$ cat config.mk
export PLATFORM = sky130hd
export DESIGN_NAME = denc_ctrl
export DESIGN_NICKNAME = d
export VERILOG_FILES = /design/src/design/denc_pkg.sv /design/src/design/denc_ctrl.sv
export VERILOG_INCLUDE_DIRS = /design/src /design/src/design
export SDC_FILE = /design/constraint.sdc
export NUM_CORES = 1
export LEC_CHECK = 0
export ABC_AREA = 1
export BUFFER_PORTS_ARGS = -buffer_cell sky130_fd_sc_hd__buf_2
export CORE_MARGIN = 8
export CORE_UTILIZATION = 52
export DETAILED_ROUTE_END_ITERATION = 8
export GPL_ROUTABILITY_DRIVEN = 1
export GPL_TIMING_DRIVEN = 0
export PLACE_DENSITY = 0.81
export SLEW_MARGIN = 20
export SYNTH_ARGS = -nofsm -noshare
export SYNTH_HDL_FRONTEND = slang
export SYNTH_SLANG_ARGS = --single-unit
$ cat constraint.sdc
create_clock -name clk -period 5.6 [get_ports clk]
set_clock_uncertainty 0.2 [all_clocks]
set_input_delay 0.84 -clock clk [delete_from_list [all_inputs] [get_ports clk]]
set_output_delay 0.84 -clock clk [all_outputs]
set_load 0.01 [all_outputs]
$ cat src/design/dictionary_encoder_core_assert.svh
// assertion macros for the dictionary encoder rtl
// used through `include by denc_ctrl, the module that checks its own logic
`ifndef DICTIONARY_ENCODER_CORE_ASSERT_SVH
`define DICTIONARY_ENCODER_CORE_ASSERT_SVH

// property checked at every rising clock edge outside reset
`define DENC_ASSERT(label, prop, msg) \
	label: assert property (@(posedge clk) disable iff (!arst_n) prop) else $error(msg);

// condition that must never be seen outside reset
`define DENC_NEVER(label, expr, msg) \
	`DENC_ASSERT(label, !(expr), msg)

`endif

$ cat src/design/denc_pkg.sv
// shared types and constants of the dictionary encoder
// no dependencies
package denc_pkg;

	localparam int VALUE_WIDTH_DEF = 32;
	localparam int DICT_DEPTH_DEF  = 256;
	localparam int VALUE_PORT_W    = 32;
	localparam int INDEX_PORT_W    = 8;
	localparam int STATUS_W        = 2;

	typedef enum logic {
		ACT_ENCODE = 1'b0,
		ACT_DECODE = 1'b1
	} action_t;

	typedef enum logic [STATUS_W-1:0] {
		STATUS_OK       = 2'd0,
		STATUS_FULL     = 2'd1,
		STATUS_UNFILLED = 2'd2
	} status_t;

	typedef enum logic [2:0] {
		ST_IDLE,
		ST_SEARCH,
		ST_DEC_READ,
		ST_DEC_DATA,
		ST_RESULT
	} ctrl_state_t;

	typedef struct packed {
		logic rd_en;
		logic wr_en;
	} mem_cmd_t;

endpackage

$ cat src/design/denc_ctrl.sv
// sequencer of the dictionary encoder: in-order search, append and decode
// depends on denc_pkg and dictionary_encoder_core_assert.svh
`include "dictionary_encoder_core_assert.svh"

module denc_ctrl import denc_pkg::*; #(
	parameter int VALUE_WIDTH = VALUE_WIDTH_DEF,
	parameter int DICT_DEPTH  = DICT_DEPTH_DEF,
	localparam int IW = (DICT_DEPTH > 1) ? $clog2(DICT_DEPTH) : 1,
	localparam int CW = $clog2(DICT_DEPTH + 1)
) (
	input  logic                    clk,
	input  logic                    arst_n,
	input  logic                    req_valid,
	output logic                    req_stall,
	input  logic                    action,
	input  logic [VALUE_PORT_W-1:0] in_value,
	input  logic [INDEX_PORT_W-1:0] in_index,
	input  logic                    slot_free,
	output logic                    res_load,
	output logic [INDEX_PORT_W-1:0] res_index,
	output logic [VALUE_PORT_W-1:0] res_value,
	output logic                    res_is_new,
	output status_t                 res_status,
	output mem_cmd_t                mem_cmd,
	output logic [IW-1:0]           mem_raddr,
	output logic [IW-1:0]           mem_waddr,
	output logic [VALUE_WIDTH-1:0]  mem_wdata,
	input  logic [VALUE_WIDTH-1:0]  mem_rdata
);

	ctrl_state_t state_q, state_d;
	logic [CW-1:0] count_q;
	logic [CW-1:0] rd_ptr_q;
	logic          vld_s1;
	logic [IW-1:0] idx_s1;

	action_t                 act_q;
	logic [VALUE_WIDTH-1:0]  value_q;
	logic [INDEX_PORT_W-1:0] index_q;
	logic [INDEX_PORT_W-1:0] res_index_q;
	logic [VALUE_PORT_W-1:0] res_value_q;
	logic                    res_new_q;
	status_t                 res_status_q;
	logic                    append_q;

	logic req_take;
	logic hit;
	logic issue;
	logic miss;
	logic dec_ok;
	logic full;
	logic res_set;
	logic [INDEX_PORT_W-1:0] res_index_d;
	logic [VALUE_PORT_W-1:0] res_value_d;
	logic                    res_new_d;
	status_t                 res_status_d;
	logic                    append_d;

	assign req_take = req_valid && !req_stall;
	assign hit      = vld_s1 && (mem_rdata == value_q);
	assign issue    = (state_q == ST_SEARCH) && (rd_ptr_q < count_q) && !hit;
	// all filled entries compared and nothing left in flight
	assign miss     = !vld_s1 && !(rd_ptr_q < count_q);
	assign dec_ok   = 32'(index_q) < 32'(count_q);
	assign full     = count_q == CW'(DICT_DEPTH);

	always_comb begin
		state_d = state_q;
		unique case (state_q)
			ST_IDLE: begin
				if (req_valid) begin
					state_d = (action == ACT_DECODE) ? ST_DEC_READ : ST_SEARCH;
				end
			end
			ST_SEARCH: begin
				if (hit || miss) begin
					state_d = ST_RESULT;
				end
			end
			ST_DEC_READ: begin
				state_d = ST_DEC_DATA;
			end
			ST_DEC_DATA: begin
				state_d = ST_RESULT;
			end
			ST_RESULT: begin
				if (slot_free) begin
					state_d = ST_IDLE;
				end
			end
			default: begin
				state_d = ST_IDLE;
			end
		endcase
	end

	always_comb begin
		req_stall     = 1'b1;
		mem_cmd.rd_en = 1'b0;
		mem_cmd.wr_en = 1'b0;
		mem_raddr     = rd_ptr_q[IW-1:0];
		res_load      = 1'b0;
		res_set       = 1'b0;
		res_index_d   = '0;
		res_value_d   = '0;
		res_new_d     = 1'b0;
		res_status_d  = STATUS_OK;
		append_d      = 1'b0;
		unique case (state_q)
			ST_IDLE: begin
				req_stall = 1'b0;
			end
			ST_SEARCH: begin
				mem_cmd.rd_en = issue;
				if (hit) begin
					res_set     = 1'b1;
					res_index_d = 8'(idx_s1);
				end else if (miss) begin
					res_set = 1'b1;
					if (full) begin
						res_status_d = STATUS_FULL;
					end else begin
						res_index_d = 8'(count_q);
						res_new_d   = 1'b1;
						append_d    = 1'b1;
					end
				end
			end
			ST_DEC_READ: begin
				mem_cmd.rd_en = dec_ok;
				mem_raddr     = IW'(index_q);
			end
			ST_DEC_DATA: begin
				res_set     = 1'b1;
				res_index_d = index_q;
				if (dec_ok) begin
					res_value_d = 32'(mem_rdata);
				end else begin
					res_status_d = STATUS_UNFILLED;
				end
			end
			ST_RESULT: begin
				res_load      = slot_free;
				mem_cmd.wr_en = slot_free && append_q;
			end
			default: begin
				req_stall = 1'b1;
			end
		endcase
	end

	always_ff @(posedge clk or negedge arst_n) begin
		if (!arst_n) begin
			state_q  <= ST_IDLE;
			count_q  <= '0;
			rd_ptr_q <= '0;
			vld_s1   <= 1'b0;
		end else begin
			state_q <= state_d;
			vld_s1  <= issue;
			if (req_take) begin
				rd_ptr_q <= '0;
			end else if (issue) begin
				rd_ptr_q <= rd_ptr_q + CW'(1);
			end
			if (mem_cmd.wr_en) begin
				count_q <= count_q + CW'(1);
			end
		end
	end

	always_ff @(posedge clk) begin
		idx_s1 <= rd_ptr_q[IW-1:0];
		if (req_take) begin
			act_q   <= action_t'(action);
			value_q <= VALUE_WIDTH'(in_value);
			index_q <= in_index;
		end
		if (res_set) begin
			res_index_q  <= res_index_d;
			res_value_q  <= (act_q == ACT_DECODE) ? res_value_d : '0;
			res_new_q    <= res_new_d;
			res_status_q <= res_status_d;
			append_q     <= append_d;
		end
	end

	assign res_index  = res_index_q;
	assign res_value  = res_value_q;
	assign res_is_new = res_new_q;
	assign res_status = res_status_q;
	assign mem_waddr  = count_q[IW-1:0];
	assign mem_wdata  = value_q;

	`DENC_ASSERT(a_count_bound, count_q <= CW'(DICT_DEPTH), "entry count beyond depth")
	`DENC_NEVER(a_rd_wr_overlap, mem_cmd.rd_en && mem_cmd.wr_en, "read and write together")
	`DENC_ASSERT(a_count_on_write, !$stable(count_q) |-> $past(mem_cmd.wr_en), "count moved without write")
	`DENC_ASSERT(a_write_when_done, mem_cmd.wr_en |-> (state_q == ST_RESULT) && res_load, "stray write")

endmodule

==> impl_metrics.ini <==
[status]
status = complete, no violations

[cts]
cts_buffers = 17
cts_buffer_depth = 2
clk_latency_ps = 520
htreeDepth = 4
cts.sinks = 114
cts_hold_repair.buffers = 0
post_cts_resized = 0
cts_setup_buffers = 0
path_clk_slew_ps = 60
root_buffer = clkbuf_8
cts_tree = done

[worst_setup_path]
worstPathArrival_ps = 2550
cp-startpoint = count_q[2]
crit_path_start_kind = flip-flop
cp.required_ps = 4560
crit_fanout = 7
end_kind = output port
crit_type = flip-flop to output port
rr_startpoint = count_q[2]

[drt]
drc_errors = 0
wl_per_cell_microns = 17.1
wl_mm = 15.1
drt_iter0_drc = 466
drtAntennaViolNets = 0
routed_via_density = 5.17
dr.pass1.iters = 6
vias = 4560

[timing]
tns_ps = 0
setup_slack_ps = 2010
period_share = 0.641
fmax_ghz = 0.279
slew_violations = 0
relSlewSlack = 0.628
worst_pin_slew_ps = 558
hold_viol_final = 0
grt_setup_unrepaired = no
final.min_clock_period_ps = 3590
finalSetupViolations = 0

[job]
max_cap_viol_count = 0

[grt]
first_global_vias = 4728
busiest_layer = met2
grt_antenna_before_repair = 0
met3_usage = 0.0814
grt_max_degree = 33
met2_usage = 0.389
grt_pass1_wl_mm = 24.3
met1_usage = 0.231
grt-ovfl-total = 0
grt_util_all_layers = 0.219

[pwr]
leakage_nw = 3.49
power.total_mw = 3.41
ir_worst_vdd_mv = 0.228
p_per_area_mw_per_mm2 = 478

[synth]
synth_area_sq_mm = 0.00543
ys_seq_area_frac = 0.595
synthFlopType = edfxtp_1
syn-instance-count = 541
async_flop_share = 0.193
synth_edf_count = 84
ys_ff_latch = 114
syn-num-nets = 636
yosysWarnings = 0
syn_avg_cell_area_sq_um = 10.0
yosysUniqueCellTypes = 38

[die]
die_area_sq_mm = 0.0140
initial_core_util = 0.531
fp.dieH_microns = 118
core_area_sq_mm = 0.0102
die_x_microns = 118
io_pins = 172
placementRows = 37

[final_layout]
area_growth_syn_to_layout_pct = 31.5
n_antenna_cell = 0
fin_nets = 828
drive_gt1_frac = 0.331
nFillCells = 755
utilization = 0.698

[min_path]
hold_path.class = input pin to asynchronous set/reset pin

[placement]
port-buffer-count = 171
dp_hpwl_mm = 11.4
finalWeightedCongestion = 0.855
pre_cts_ws_ps = 2420
[per-stage QoR]
stage | hold slack [ps] | std cells | area [sq um]
6_report | 95.0 | 882 | 7150
5_1_grt | 108 | 882 | 7150
4_1_cts | 105 | 882 | 7150
3_5_place_dp | 215 | 850 | 6510
3_3_place_gp | 226 | 848 | 6460
2_1_floorplan | 171 | 541 | 5430
[state kept, by name, summed over array words and instances, names as in the netlist]
name and cells:
rd_ptr_q 9, act_q 1, append_q 1, idx_s1 8
count_q 9, state_q 3, index_q 8, res_value 32
res_index 8, vld_s1 1, mem_wdata 32, res_status 2
[worst max-delay path, cell delays in order (launching register included)]
cell and delay [ps]:
dfrtp_1 490, inv_1 130, ha_1 330, nand2_1 80
inv_1 50, o21bai_1 160, nand3_1 100, nand2_1 80
nand2_2 100, nor2_8 160, nand2_4 90, o21ai_0 90
buf_2 170
[final cells by class]
class / count / area (sq um) / area share
buffer: 15 / 106 / 0.0149
timing repair buffer: 173 / 903 / 0.126
tap: 136 / 170 / 0.0238
multi-input combinational: 324 / 1770 / 0.247
clock buffer: 20 / 425 / 0.0595
clock inverter: 12 / 211 / 0.0296
sequential: 114 / 3230 / 0.452
inverter: 88 / 330 / 0.0462
[Yosys cell counts, types with 3 or more instances]
library cell / instances / share of area
o21ai_0: 6 / 0.0055
nor3_1: 4 / 0.0037
dfrtp_1: 22 / 0.10
xor2_1: 14 / 0.023
nand2_1: 112 / 0.077
nand2_2: 4 / 0.0046
nor2_2: 4 / 0.0046
dfxtp_1: 8 / 0.029
buf_2: 3 / 0.0028
nand3_1: 32 / 0.029
o21ai_1: 4 / 0.0037
ha_1: 18 / 0.041
edfxtp_1: 84 / 0.46
nor4_1: 3 / 0.0035
buf_4: 8 / 0.011
a21oi_1: 12 / 0.011
xnor2_1: 7 / 0.011
nand4_1: 9 / 0.010
nor2_1: 70 / 0.048
inv_1: 82 / 0.057
clkbuf_1: 3 / 0.0021
o21ai_2: 8 / 0.013
inv_2: 6 / 0.0041
[cell usage in the layout, fill, tap and decap left out, types with 3 or more instances in the layout]
| master | netlist | final |
|---|---|---|
| a21oi_1 | 12 | 12 |
| buf_2 | 3 | 174 |
| buf_4 | 8 | 8 |
| bufinv_16 | 0 | 6 |
| clkbuf_1 | 3 | 6 |
| clkbuf_16 | 0 | 16 |
| clkinv_2 | 0 | 4 |
| dfrtp_1 | 22 | 22 |
| dfxtp_1 | 8 | 8 |
| edfxtp_1 | 84 | 84 |
| ha_1 | 18 | 18 |
| inv_1 | 82 | 81 |
| inv_2 | 6 | 7 |
| nand2_1 | 112 | 111 |
| nand2_2 | 4 | 5 |
| nand3_1 | 32 | 32 |
| nand4_1 | 9 | 9 |
| nor2_1 | 70 | 70 |
| nor2_2 | 4 | 4 |
| nor3_1 | 4 | 4 |
| nor4_1 | 3 | 3 |
| o21ai_0 | 6 | 6 |
| o21ai_1 | 4 | 4 |
| o21ai_2 | 8 | 8 |
| xnor2_1 | 7 | 7 |
| xor2_1 | 14 | 14 |
[final timing paths]
check	to	slack (ps)	depth (start not counted)
max	mem_cmd[1]	2010	12
min	count_q[0]	100	1
max reg2reg	res_value[4]	2860	13
min reg2reg	idx_s1[4]	250	0
max in group asynchronous	rd_ptr_q[1]	4740	1
min in group clk	idx_s1[4]	250	0
[logic make-up after synthesis]
kind of cell | synth area share
simple gates | 0.206
buf+inv | 0.0804
flops | 0.595
compound gates | 0.0412
mux | 0.00207
fa+ha+maj | 0.0415
xor+xnor | 0.0339
[power breakdown]
| part | total [mW] | leakage (nW) | switching [mW] | internal, mW |
|---|---|---|---|---|
| logic | 0.959 | 2.06 | 0.601 | 0.358 |
| registers | 1.28 | 1.12 | 0.142 | 1.14 |
| clock network | 1.17 | 0.310 | 0.365 | 0.807 |
[metal layers]
layer / vias to the layer above / share of wire / wire length, microns
li1: 2141 / - / -
met3: 33 / 0.097 / 1470
met5: - / 0 / 0
met2: 243 / 0.52 / 7790
met4: 0 / 0.023 / 347
met1: 2143 / 0.36 / 5510
Power figures use the tool's default switching activity.
